`src/sv/ams_ram.sv`:
```
// generic single write port, single read port ram with registered read
module ams_ram #(
   parameter int WIDTH = 32,
   parameter int DEPTH = 100
) (
   input  logic                     clock,
   input  logic                     we,
   input  logic [$clog2(DEPTH)-1:0] waddr,
   input  logic [WIDTH-1:0]         wdata,
   input  logic                     re,
   input  logic [$clog2(DEPTH)-1:0] raddr,
   output logic [WIDTH-1:0]         rdata
);

   logic [WIDTH-1:0] mem_ff [DEPTH];
   logic [WIDTH-1:0] rdata_ff;

   always_ff @(posedge clock) begin
      if (we) begin
         mem_ff[waddr] <= wdata;
      end
      if (re) begin
         rdata_ff <= mem_ff[raddr];
      end
   end

   assign rdata = rdata_ff;

endmodule

```
`config.mk`:
```
export PLATFORM = sky130hd
export DESIGN_NAME = ams_ram
export DESIGN_NICKNAME = d
export VERILOG_FILES = /design/src/sv/ams_ram.sv
export SDC_FILE = /design/constraint.sdc
export NUM_CORES = 2
export LEC_CHECK = 0
export BUFFER_PORTS_ARGS = -buffer_cell sky130_fd_sc_hd__buf_4
export CORE_MARGIN = 2
export CORE_UTILIZATION = 30
export DETAILED_ROUTE_END_ITERATION = 10
export GPL_TIMING_DRIVEN = 0
export SLEW_MARGIN = 25
export SYNTH_ARGS = -nofsm -noshare
export SYNTH_HDL_FRONTEND = slang
export SYNTH_SLANG_ARGS = --single-unit
```
`constraint.sdc`:
```
create_clock -name clock -period 4.1 [get_ports clock]
set_input_delay 0.41 -clock clock [delete_from_list [all_inputs] [get_ports clock]]
set_output_delay 0.41 -clock clock [all_outputs]
set_load 0.005 [all_outputs]
```
==> summary.txt <==
Run status
  – Outcome: complete, but fails checks
  – Failing checks: negative hold slack, negative setup slack

Clock network
  – Worst skew pair latency: roughly 0.94 ns
  – Clock tree buffer depth: 4
  – Num CTS Buffers: between 300 and 400
  – # Post-CTS Setup Buffers: 0
  – Htree depth: 5
  – Clock tree from TritonCTS: built
  – Clock Sinks: 3,232
  – Clock slew at reported path FFs: approximately 0.06 ns
  – Root Driver: clkbuf_16

Power
  – Sequential Power Share: 0.509
  – Switching pwr: between 15 and 20 mW
  – Static leakage: between 40 and 50 nW
  – Internal power: between 50 and 60 mW
  – VDD IR-drop max: between 0.0003 and 0.0004 V
  – Total power: 71.84 mW
  – Clk network pwr share: 0.432
  – Power density over the cells: between 400 and 500 mW/mm2
  – Logic pwr share: 0.059
  – Switching Fraction: 0.2290

GRT
  – First-pass GRT wire length: 588.3 mm
  – GRT Util Overall: 0.2096
  – Overflow after GRT: 0
  – Vias in the first global route: ~64k
  – Largest net degree at the start of global routing: 101
  – Initial antenna violation count: 56

Yosys
  – Post-synthesis cell type count: 56
  – Syn_nets: roughly 5.6k
  – Post-synthesis mux area share: 0.1528
  – Mapped cell area: about 0.12 mm2
  – Cell taking the most area after synthesis: edfxtp_1
  – Sequential area share after synthesis: 0.7875
  – Post-synthesis adder-cell area fraction: 0
  – Main flop type after synthesis: edfxtp_1
  – EDFF count, synth: 3,232
  – Xor/xnor share of the synthesized area: 0
  – Post-synthesis cell count: 5,502
  – Synth top area share: 0.7875
  – Ranking of synthesized cells by area: edfxtp_1, mux4_2, mux2i_1
  – #FFs+latches synth: about 3.2k
  – Main combinational cell family by area after synthesis: multiplexers
  – Share of flip-flops with an asynchronous set or reset: 0
  – Simple-Gate Fraction of Synth Area: 0.01809
  – Number of synthesis warnings: 0
  – Avg Inst Size Synth: about 22 um2
  – Compound-Gate Fraction of Synth Area: 0.02772

STA
  – Max Clk Rate: ~230 MHz
  – Final Slew Violations: 0
  – Final hold viol count: 23
  – Fin Hold WS: -0.03844 ns
  – Fin crit share: 1.074
  – Worst Skew: ~0.052 ns
  – Least-Margin Pin Slew: 1.270 ns
  – Setup ws final: -0.3026 ns
  – Unrepaired setup endpoints after global routing: false
  – Count of final setup violators: 7
  – Slew headroom: 0.1421
  – Period minus WS final: approximately 4.4 ns

Detailed routing
  – DR vias: about 68k
  – Drt initial violations: ~12k
  – Mean number of vias per cell: 5.668
  – Routed wire per std cell: between 30 and 40 um
  – Antenna Violating Nets Remaining: 0
  – Final WL: around 450 mm
  – Drc violations: 0
  – Drt pass-1 iters: 6

Worst hold path
  – HP Class: in2reg

Final layout
  – Number of fill cells: about 37k
  – Design area: between 0.1 and 0.15 mm2
  – Layout cells sized above 1: 0.2971
  – Seq. cell area: between 0.09 and 0.1 mm2
  – Layout area overhead: 20.74%
  – Area of the multi-input gates: approximately 0.025 mm2
  – Nets: 6,221

Placed design
  – Placer Congestion: 0.9621
  – Place WS: -1.312 ns
  – Dpl cell area: 0.1373 mm2
  – Port Buffers: 73
  – DP HPWL: between 300 and 400 mm

Critical path
  – CP Capture Type: flip-flop
  – CP Max Fanout: 19
  – Critical path required time: about 4.5 ns
  – Crit path kind: in2reg
  – Crit start category: primary input
  – Worst path arrival time: ~4.8 ns

Die
  – Core footprint: 0.4093 mm2
  – Io pins: just over 80
  – Die area: 0.4159 mm2
  – Die Span Y: between 600 and 700 um
  – Die Width: around 640 um
  – Initial Util: 0.3011
  – Rows: approximately 240

Job
  – Max-Cap Viols: 0
flip-flops by register name, summed over array words and instances, names as in the netlist:
signal / count
mem_ff: 3200
rdata: 32
cells in the mapped netlist (all sizes together) (2+ instances only):
cell and count:
o22a 2, a31oi 21, nand2 139, mux4 723, buf 184, edfxtp 3232
a21oi 30, a32oi 2, nand4 30, a22oi 195, o311ai 2, or3b 2
nand3 84, mux2 5, o211ai 7, nand2b 12, nor2b 27, and2 7
nor4 3, clkbuf 119, a41oi 5, a211oi 4, o32ai 4, and3 2
or2 4, a22o 5, a311oi 3, o2111ai 12, a211o 3, a2111oi 8
o22ai 25, nor2 157, o21ai 104, a221oi 43, mux2i 249, o221ai 8
nor3 28, inv 4
routing by layer:
metal  up-vias  global-route usage  wire [um]
met5         -           0.0004625        167
met3      1340             0.07259      62920
li1      24850                   -          -
met1     35720              0.2590     153500
met2      5668              0.3174     198100
met4        26              0.1254      32610
power groups by stage:
stage | clock network [mW] | registers (mW) | logic [mW]
global placement | 0 | 37.3 | 3.86
finish | 31.0 | 36.6 | 4.25
CTS | 31.2 | 36.6 | 4.09
global route | 32.4 | 36.6 | 4.26
detailed placement | 0 | 37.3 | 4.06
floorplan | 0 | 37.3 | 1.70
stage by stage:
stage	setup TNS [ns]	cells	utilization
2_1_floorplan	0	5502	-
3_3_place_gp	-5319.06	11030	0.3191
3_5_place_dp	-26.55	11280	0.3355
4_1_cts	0	11890	0.3629
5_1_grt	0	11910	0.3634
6_report	-0.7038	11930	0.3635
path summary, 6_finish.rpt:
| path | from | end | slack (ns) | cells after the start |
|---|---|---|---|---|
| hold / removal | wdata[1] | mem_ff[4][1] | -0.04 | 1 |
| setup reg to reg | mem_ff[2][15] | rdata[15] | 0.37 | 5 |
| hold reg to reg | mem_ff[31][24] | rdata[24] | 1.07 | 5 |
| setup / recovery | raddr[2] | rdata[14] | -0.30 | 8 |
logic make-up (layout without fill, tap and decap cells):
kind of cell	after synthesis	count (layout)
flip-flops	3232	3232
multiplexers	977	977
AND/OR/NAND/NOR	496	496
AO/OA/AOI/OAI	489	489
buffers and inverters	308	1248
other	0	35
cells in the final DEF (no fill, tap or decap), types with 12 or more instances in the layout:
| cell type | synthesis | final |
|---|---|---|
| a21oi_1 | 30 | 30 |
| a221oi_1 | 43 | 31 |
| a22oi_1 | 195 | 195 |
| a31oi_1 | 21 | 20 |
| buf_12 | 2 | 75 |
| buf_16 | 0 | 146 |
| buf_2 | 96 | 103 |
| buf_4 | 44 | 111 |
| buf_6 | 28 | 61 |
| bufinv_16 | 0 | 39 |
| clkbuf_1 | 119 | 115 |
| clkbuf_16 | 0 | 335 |
| clkbuf_2 | 0 | 53 |
| clkinv_1 | 1 | 68 |
| clkinv_2 | 0 | 66 |
| clkinvlp_4 | 0 | 14 |
| diode_2 | 0 | 35 |
| edfxtp_1 | 3232 | 3232 |
| mux2i_1 | 249 | 249 |
| mux4_2 | 723 | 723 |
| nand2_1 | 139 | 138 |
| nand2b_1 | 12 | 12 |
| nand3_1 | 84 | 82 |
| nand4_1 | 30 | 30 |
| nor2_1 | 156 | 52 |
| nor2_4 | 0 | 99 |
| nor2b_1 | 27 | 27 |
| nor3_1 | 28 | 22 |
| o2111ai_1 | 12 | 12 |
| o21ai_0 | 88 | 82 |
| o21ai_1 | 16 | 22 |
| o22ai_1 | 25 | 25 |
repair_timing:
item,in CTS,in global routing
hold endpoints to repair,86,24
gates resized for setup,10,6
endpoints found under the setup margin,11,9
hold buffers,4,1
pin swaps,0,2
worst max-delay path: stages:
cell	delay [ns]
buf_4	0.28
buf_4	0.35
buf_2	0.43
buf_2	0.76
buf_2	0.89
o21ai_0	0.36
nand4_1	0.40
nand4_1	0.83
layout make-up:
type	instances	share of cell area
Antenna cell	35	0.0005886
Timing Repair Buffer	334	0.04385
Multi-Input combinational cell	1962	0.1709
Tap cell	5451	0.04584
Clock buffer	385	0.05760
Sequential cell	3232	0.6523
Inverter	5	0.0001261
Buffer	302	0.01182
Clock inverter	222	0.01701
No activity file was read; power rests on OpenSTA's default activity.
