==> src/sv/ams_pkg.sv <==
// shared types and constants of the accumulator machine step unit
package ams_pkg;

   // memory size and decimal encoding
   localparam int MEM_WORDS_DEF = 100;
   localparam int DEC_BASE = 100;
   localparam int PC_W = 7;
   localparam int DATA_W = 32;
   localparam int OPC_W = 6;
   localparam int DEC_W = 13;

   // executable words lie in [1000, 4400)
   localparam logic [DEC_W-1:0] WORD_LO = 13'd1000;
   localparam logic [DEC_W-1:0] WORD_HI = 13'd4400;

   // word / 100 as (word * 5243) >> 19, exact below 8192
   localparam logic [DEC_W-1:0] RECIP_MUL = 13'd5243;
   localparam int RECIP_SH = 19;

   // item operations
   localparam logic [1:0] OPER_LOAD = 2'd0;
   localparam logic [1:0] OPER_EXEC = 2'd1;
   localparam logic [1:0] OPER_RESTART = 2'd2;

   // instruction opcodes
   localparam logic [OPC_W-1:0] OPC_READ = 6'd10;
   localparam logic [OPC_W-1:0] OPC_WRITE = 6'd11;
   localparam logic [OPC_W-1:0] OPC_LOAD = 6'd20;
   localparam logic [OPC_W-1:0] OPC_STORE = 6'd21;
   localparam logic [OPC_W-1:0] OPC_ADD = 6'd30;
   localparam logic [OPC_W-1:0] OPC_SUB = 6'd31;
   localparam logic [OPC_W-1:0] OPC_DIV = 6'd32;
   localparam logic [OPC_W-1:0] OPC_MUL = 6'd33;
   localparam logic [OPC_W-1:0] OPC_JUMP = 6'd40;
   localparam logic [OPC_W-1:0] OPC_JUMPNEG = 6'd41;
   localparam logic [OPC_W-1:0] OPC_JUMPZERO = 6'd42;
   localparam logic [OPC_W-1:0] OPC_HALT = 6'd43;

   // result status codes
   localparam logic [1:0] STAT_OK = 2'd0;
   localparam logic [1:0] STAT_HALTED = 2'd1;
   localparam logic [1:0] STAT_UNKNOWN = 2'd2;
   localparam logic [1:0] STAT_DIVZERO = 2'd3;

   typedef enum logic [1:0] {
      ALU_ADD,
      ALU_SUB,
      ALU_MUL,
      ALU_DIV
   } alu_op_type;

   typedef struct packed {
      logic       start;
      alu_op_type op;
   } alu_req_type;

endpackage

==> src/sv/ams_alu.sv <==
// shared arithmetic unit: add, sub and mul with a registered result, signed divide one bit a cycle
module ams_alu
   import ams_pkg::*;
(
   input  logic              clock,
   input  logic              reset,
   input  alu_req_type       alu_req,
   input  logic [DATA_W-1:0] opa,
   input  logic [DATA_W-1:0] opb,
   output logic              done,
   output logic [DATA_W-1:0] result
);

   localparam int CNT_W = $clog2(DATA_W);

   logic              busy_ff, busy_in;
   logic              done_ff, done_in;
   logic [CNT_W-1:0]  count_ff, count_in;
   logic [DATA_W-1:0] rem_ff, rem_in;
   logic [DATA_W-1:0] quo_ff, quo_in;
   logic [DATA_W-1:0] den_ff, den_in;
   logic              neg_ff, neg_in;
   logic [DATA_W-1:0] result_ff, result_in;

   logic [DATA_W:0]   rem_sh;
   logic [DATA_W:0]   rem_diff;
   logic [DATA_W-1:0] abs_a;
   logic [DATA_W-1:0] abs_b;

   assign abs_a = opa[DATA_W-1] ? (~opa + 1'b1) : opa;
   assign abs_b = opb[DATA_W-1] ? (~opb + 1'b1) : opb;
   assign rem_sh = {rem_ff, quo_ff[DATA_W-1]};
   assign rem_diff = rem_sh - {1'b0, den_ff};

   always_comb begin
      busy_in = busy_ff;
      done_in = 1'b0;
      count_in = count_ff;
      rem_in = rem_ff;
      quo_in = quo_ff;
      den_in = den_ff;
      neg_in = neg_ff;
      result_in = result_ff;
      if (busy_ff) begin
         // restoring step on magnitudes
         if (!rem_diff[DATA_W]) begin
            rem_in = rem_diff[DATA_W-1:0];
            quo_in = {quo_ff[DATA_W-2:0], 1'b1};
         end else begin
            rem_in = rem_sh[DATA_W-1:0];
            quo_in = {quo_ff[DATA_W-2:0], 1'b0};
         end
         count_in = count_ff - 1'b1;
         if (count_ff == '0) begin
            busy_in = 1'b0;
            done_in = 1'b1;
            result_in = neg_ff ? (~quo_in + 1'b1) : quo_in;
         end
      end else if (alu_req.start) begin
         case (alu_req.op)
            ALU_ADD: begin
               result_in = opa + opb;
               done_in = 1'b1;
            end
            ALU_SUB: begin
               result_in = opa - opb;
               done_in = 1'b1;
            end
            ALU_MUL: begin
               result_in = opa * opb;
               done_in = 1'b1;
            end
            default: begin
               busy_in = 1'b1;
               count_in = CNT_W'(DATA_W - 1);
               rem_in = '0;
               quo_in = abs_a;
               den_in = abs_b;
               neg_in = opa[DATA_W-1] ^ opb[DATA_W-1];
            end
         endcase
      end
   end

   always_ff @(posedge clock) begin
      if (reset) begin
         busy_ff <= 1'b0;
         done_ff <= 1'b0;
      end else begin
         busy_ff <= busy_in;
         done_ff <= done_in;
      end
      count_ff <= count_in;
      rem_ff <= rem_in;
      quo_ff <= quo_in;
      den_ff <= den_in;
      neg_ff <= neg_in;
      result_ff <= result_in;
   end

   assign done = done_ff;
   assign result = result_ff;

   a_start_when_free: assert property (@(posedge clock) disable iff (reset)
      alu_req.start |-> !busy_ff)
      else $error("alu started while a divide is running");

endmodule

==> config.mk <==
export PLATFORM = sky130hd
export DESIGN_NAME = ams_alu
export DESIGN_NICKNAME = d
export VERILOG_FILES = /design/src/sv/ams_pkg.sv /design/src/sv/ams_alu.sv
export SDC_FILE = /design/constraint.sdc
export NUM_CORES = 2
export LEC_CHECK = 0
export BUFFER_PORTS_ARGS = -buffer_cell sky130_fd_sc_hd__buf_4
export CAP_MARGIN = 40
export CORE_MARGIN = 3
export CORE_UTILIZATION = 55
export CTS_BUF_LIST = sky130_fd_sc_hd__clkbuf_4
export DETAILED_ROUTE_END_ITERATION = 12
export GPL_TIMING_DRIVEN = 0
export PLACE_DENSITY = 0.72
export SYNTH_ARGS = -nofsm -noshare
export SYNTH_HDL_FRONTEND = slang
export SYNTH_SLANG_ARGS = --single-unit
==> constraint.sdc <==
create_clock -name clock -period 17.7 [get_ports clock]
set_input_delay 2.655 -clock clock [delete_from_list [all_inputs] [get_ports clock]]
set_output_delay 2.655 -clock clock [all_outputs]
set_load 0.05 [all_outputs]
==> metrics.md <==
| Metric | Value |
|---|---|
| Critical path class | in -> reg |
| CTS tree | done |
| Post-synthesis cell count | about 3,000 |
| Fmax | around 91 MHz |
| Required time of the worst setup path | 18,160 ps |
| Fin. Hold Viols | 0 |
| Global-route wire length before repair | between 100,000 and 150,000 microns |
| Remaining global-route overflow | 0 |
| Mapped Nets | 3,658 |
| Top-count cell post-synth | inv_1 |
| Setup_tns | 0 ps |
| Final Non-Filler Cells | ~3,700 |
| Clock latency on the worst-skew pair | 620 ps |
| Synth cell types | 73 |
| Synth Flop Type | edfxtp_1 |
| DR WL/cell | roughly 26 microns |
| Syn Area/Cell | about 9.0 sq um |
| Routed wire length | between 90,000 and 100,000 microns |
| Final routed DRC violation total | 0 |
| Finished Cell Area | 28,860 sq um |
| Final ANT Viol Nets | 0 |
| Async set or reset register ratio after synthesis | 0% |
| Mapped Area | between 20,000 and 30,000 sq um |
| GRT Overall Usage | 37.81% |
| Nets | ~3,800 |
| Slew Limit Fails | 0 |
| Top-area cell type share of the netlist area | around 30% |
| Seq/Total Area, Yosys | between 15 and 20% |
| Post-CTS sizing | 0 |
| Pre-antenna DRT Iters | 5 |
| CTS root buf | clkbuf_4 |
| Via density | 6.021 |
| Final setup fails | 0 |
| Hold depth | 2 |
| WHS | 614.5 ps |
| Rows | 80 |
| DRT iter0 DRCs | between 2,000 and 2,500 |
| Endpoint type of the worst setup path | flip-flop |
| Status | complete, no violations |
| Post-synth top cells | inv_1, fa_1, nand2_1, and2_1, ha_1 |
| DP Area | between 20,000 and 30,000 sq um |
| Die area | 51,420 sq um |
| Die width | 226.8 microns |
| Share of post-route cells with drive strength above 1 | under 10% |
| Final Wtd Congestion | between 1 and 1.5 |
| Final Cycle Share | between 60% and 70% |
| Postcts setup bufs | 0 |
| Worst Tran Pin Value | 982.8 ps |
| CTS Buffer Depth | 2 |
| HP Class | reg -> reg |
| Crit path launch type | input port |
| Cts bufs inserted | 17 |
| Clock skew | ~20 ps |
| Vias | 22,566 |
| Number of global-route vias before repair | roughly 23,000 |
| Io pins | between 100 and 150 |
| Core area | 47,950 sq um |
| Rel. slew slack | between 30% and 40% |
| Antenna violations before repair | 5 |
| Final min period | 11,000 ps |
| CTS H-Tree Depth | 4 |
| Crit path arrival time | between 10,000 and 15,000 ps |
| CTS sink cnt | about 140 |
| Post-synth EDFFs | approximately 130 |
| Largest net degree at the start of global routing | 53 |
| Synth top area cells | fa_1, edfxtp_1, ha_1 |
| Initial core utilization | 55.90% |
| Clock-pin slew on the worst setup and hold paths | approximately 130 ps |
| Maxcap violations | 0 |
| Yosys warning count | 0 |
| P&R area growth vs syn | 7.688% |
| Synth area leader | fa_1 |
| # hold bufs at CTS | 0 |
| # port buffers | around 90 |
| Inst Count DP | 3,713 |
| Synthesized flop and latch total | between 100 and 150 |
| Worst r2r path cells | 18 |
| Post-DP HPWL | 79,190 microns |
| CP Max Fanout | 10 |
| Die Y | 226.8 microns |
| RSZ-0062 raised after global routing | false |
==> registers in the layout, indices dropped and copies added, names as in the netlist <==
| signal | cells |
|---|---|
| den_ff | 32 |
| neg_ff | 1 |
| quo_ff | 32 |
| count_ff | 5 |
| busy_ff | 1 |
| result | 32 |
| done | 1 |
| rem_ff | 32 |
==> stage by stage <==
stage | setup WS, ps | utilization (%)
after floorplan | 8305 | -
after global placement | 6177 | 58.90
after detailed placement | 6260 | 59.49
after CTS | 6919 | 60.19
after global routing | 6643 | 60.20
final | 6701 | 60.20
==> cell families (layout without fill, tap and decap cells) <==
| family | after synthesis | after routing | share of synthesized area [%] |
|---|---|---|---|
| xor gates and xnor gates | 252 | 252 | 8.235 |
| adders and majority gates | 601 | 601 | 39.54 |
| AOI/OAI and AO/OA | 433 | 433 | 10.46 |
| buffers and inverters | 608 | 750 | 8.515 |
| other | 0 | 3 | 0 |
| and+or+nand+nor | 953 | 953 | 17.90 |
| muxes | 5 | 5 | 0.1914 |
| DFF | 136 | 136 | 15.16 |
==> final timing paths <==
| path | from | end | slack (ps) |
|---|---|---|---|
| worst max-delay path | opa[10] | result[27]$_DFFE_PP_ | 6700 |
| worst min-delay path | quo_ff[23]$_DFFE_PP_ | quo_ff[24]$_DFFE_PP_ | 610 |
| worst max register to register | quo_ff[31]$_DFFE_PP_ | result[30]$_DFFE_PP_ | 11930 |
| worst min register to register | quo_ff[23]$_DFFE_PP_ | quo_ff[24]$_DFFE_PP_ | 610 |
==> layout by cell type (no fill, tap or decap), types with 14 or more instances in the layout <==
master | Yosys | routed
a21oi_1 | 114 | 114
o31ai_1 | 45 | 45
nor2_1 | 79 | 79
ha_1 | 191 | 191
nand3_1 | 24 | 24
xor2_1 | 121 | 121
a211oi_1 | 31 | 31
clkbuf_4 | 0 | 19
nor3_1 | 27 | 27
fa_1 | 410 | 410
xnor2_1 | 131 | 131
inv_1 | 433 | 433
or3_1 | 31 | 31
o21a_1 | 14 | 14
nand2_1 | 393 | 392
nand2b_1 | 22 | 22
edfxtp_1 | 134 | 134
and2_1 | 308 | 308
o21ai_0 | 100 | 100
buf_4 | 0 | 91
a21o_1 | 36 | 36
clkbuf_1 | 165 | 165
==> final cells by class <==
class / count / area, sq um
multi-input combinational: 2244 / 20470
tap: 615 / 769.5
antenna: 3 / 7.507
buffer: 174 / 653.1
timing repair buffer: 110 / 935.9
sequential: 136 / 4064
inverter: 434 / 1629
fill: 4298 / 19080
clock inverter: 13 / 192.7
clock buffer: 19 / 142.6
==> metal layers <==
metal	track usage, %	share of wire [%]	vias up
li1	-	-	9813
met1	47.59	38	11312
met2	61.23	46	1126
met3	5.813	7.9	313
met4	23.96	7.5	2
met5	0	0.0052	-
==> worst max-delay path, stage by stage <==
cell       delay, ps
buf_4            110
clkbuf_1         670
clkbuf_1         710
and2_1           260
fa_1             440
fa_1             440
fa_1             570
inv_1             60
fa_1             470
inv_1             50
fa_1             490
inv_1             50
fa_1             530
inv_1             50
fa_1             490
fa_1             410
ha_1             350
a21o_1           210
a211oi_1         340
o21a_1           200
o2bb2ai_1         70
a31oi_1          640
o21ai_0          370
nor3_1           460
a211oi_1         150
a21oi_1          180
Power is left out: the tool's default activity adds up to more than one toggle a clock period on the data nets, which glitch-free logic cannot reach.
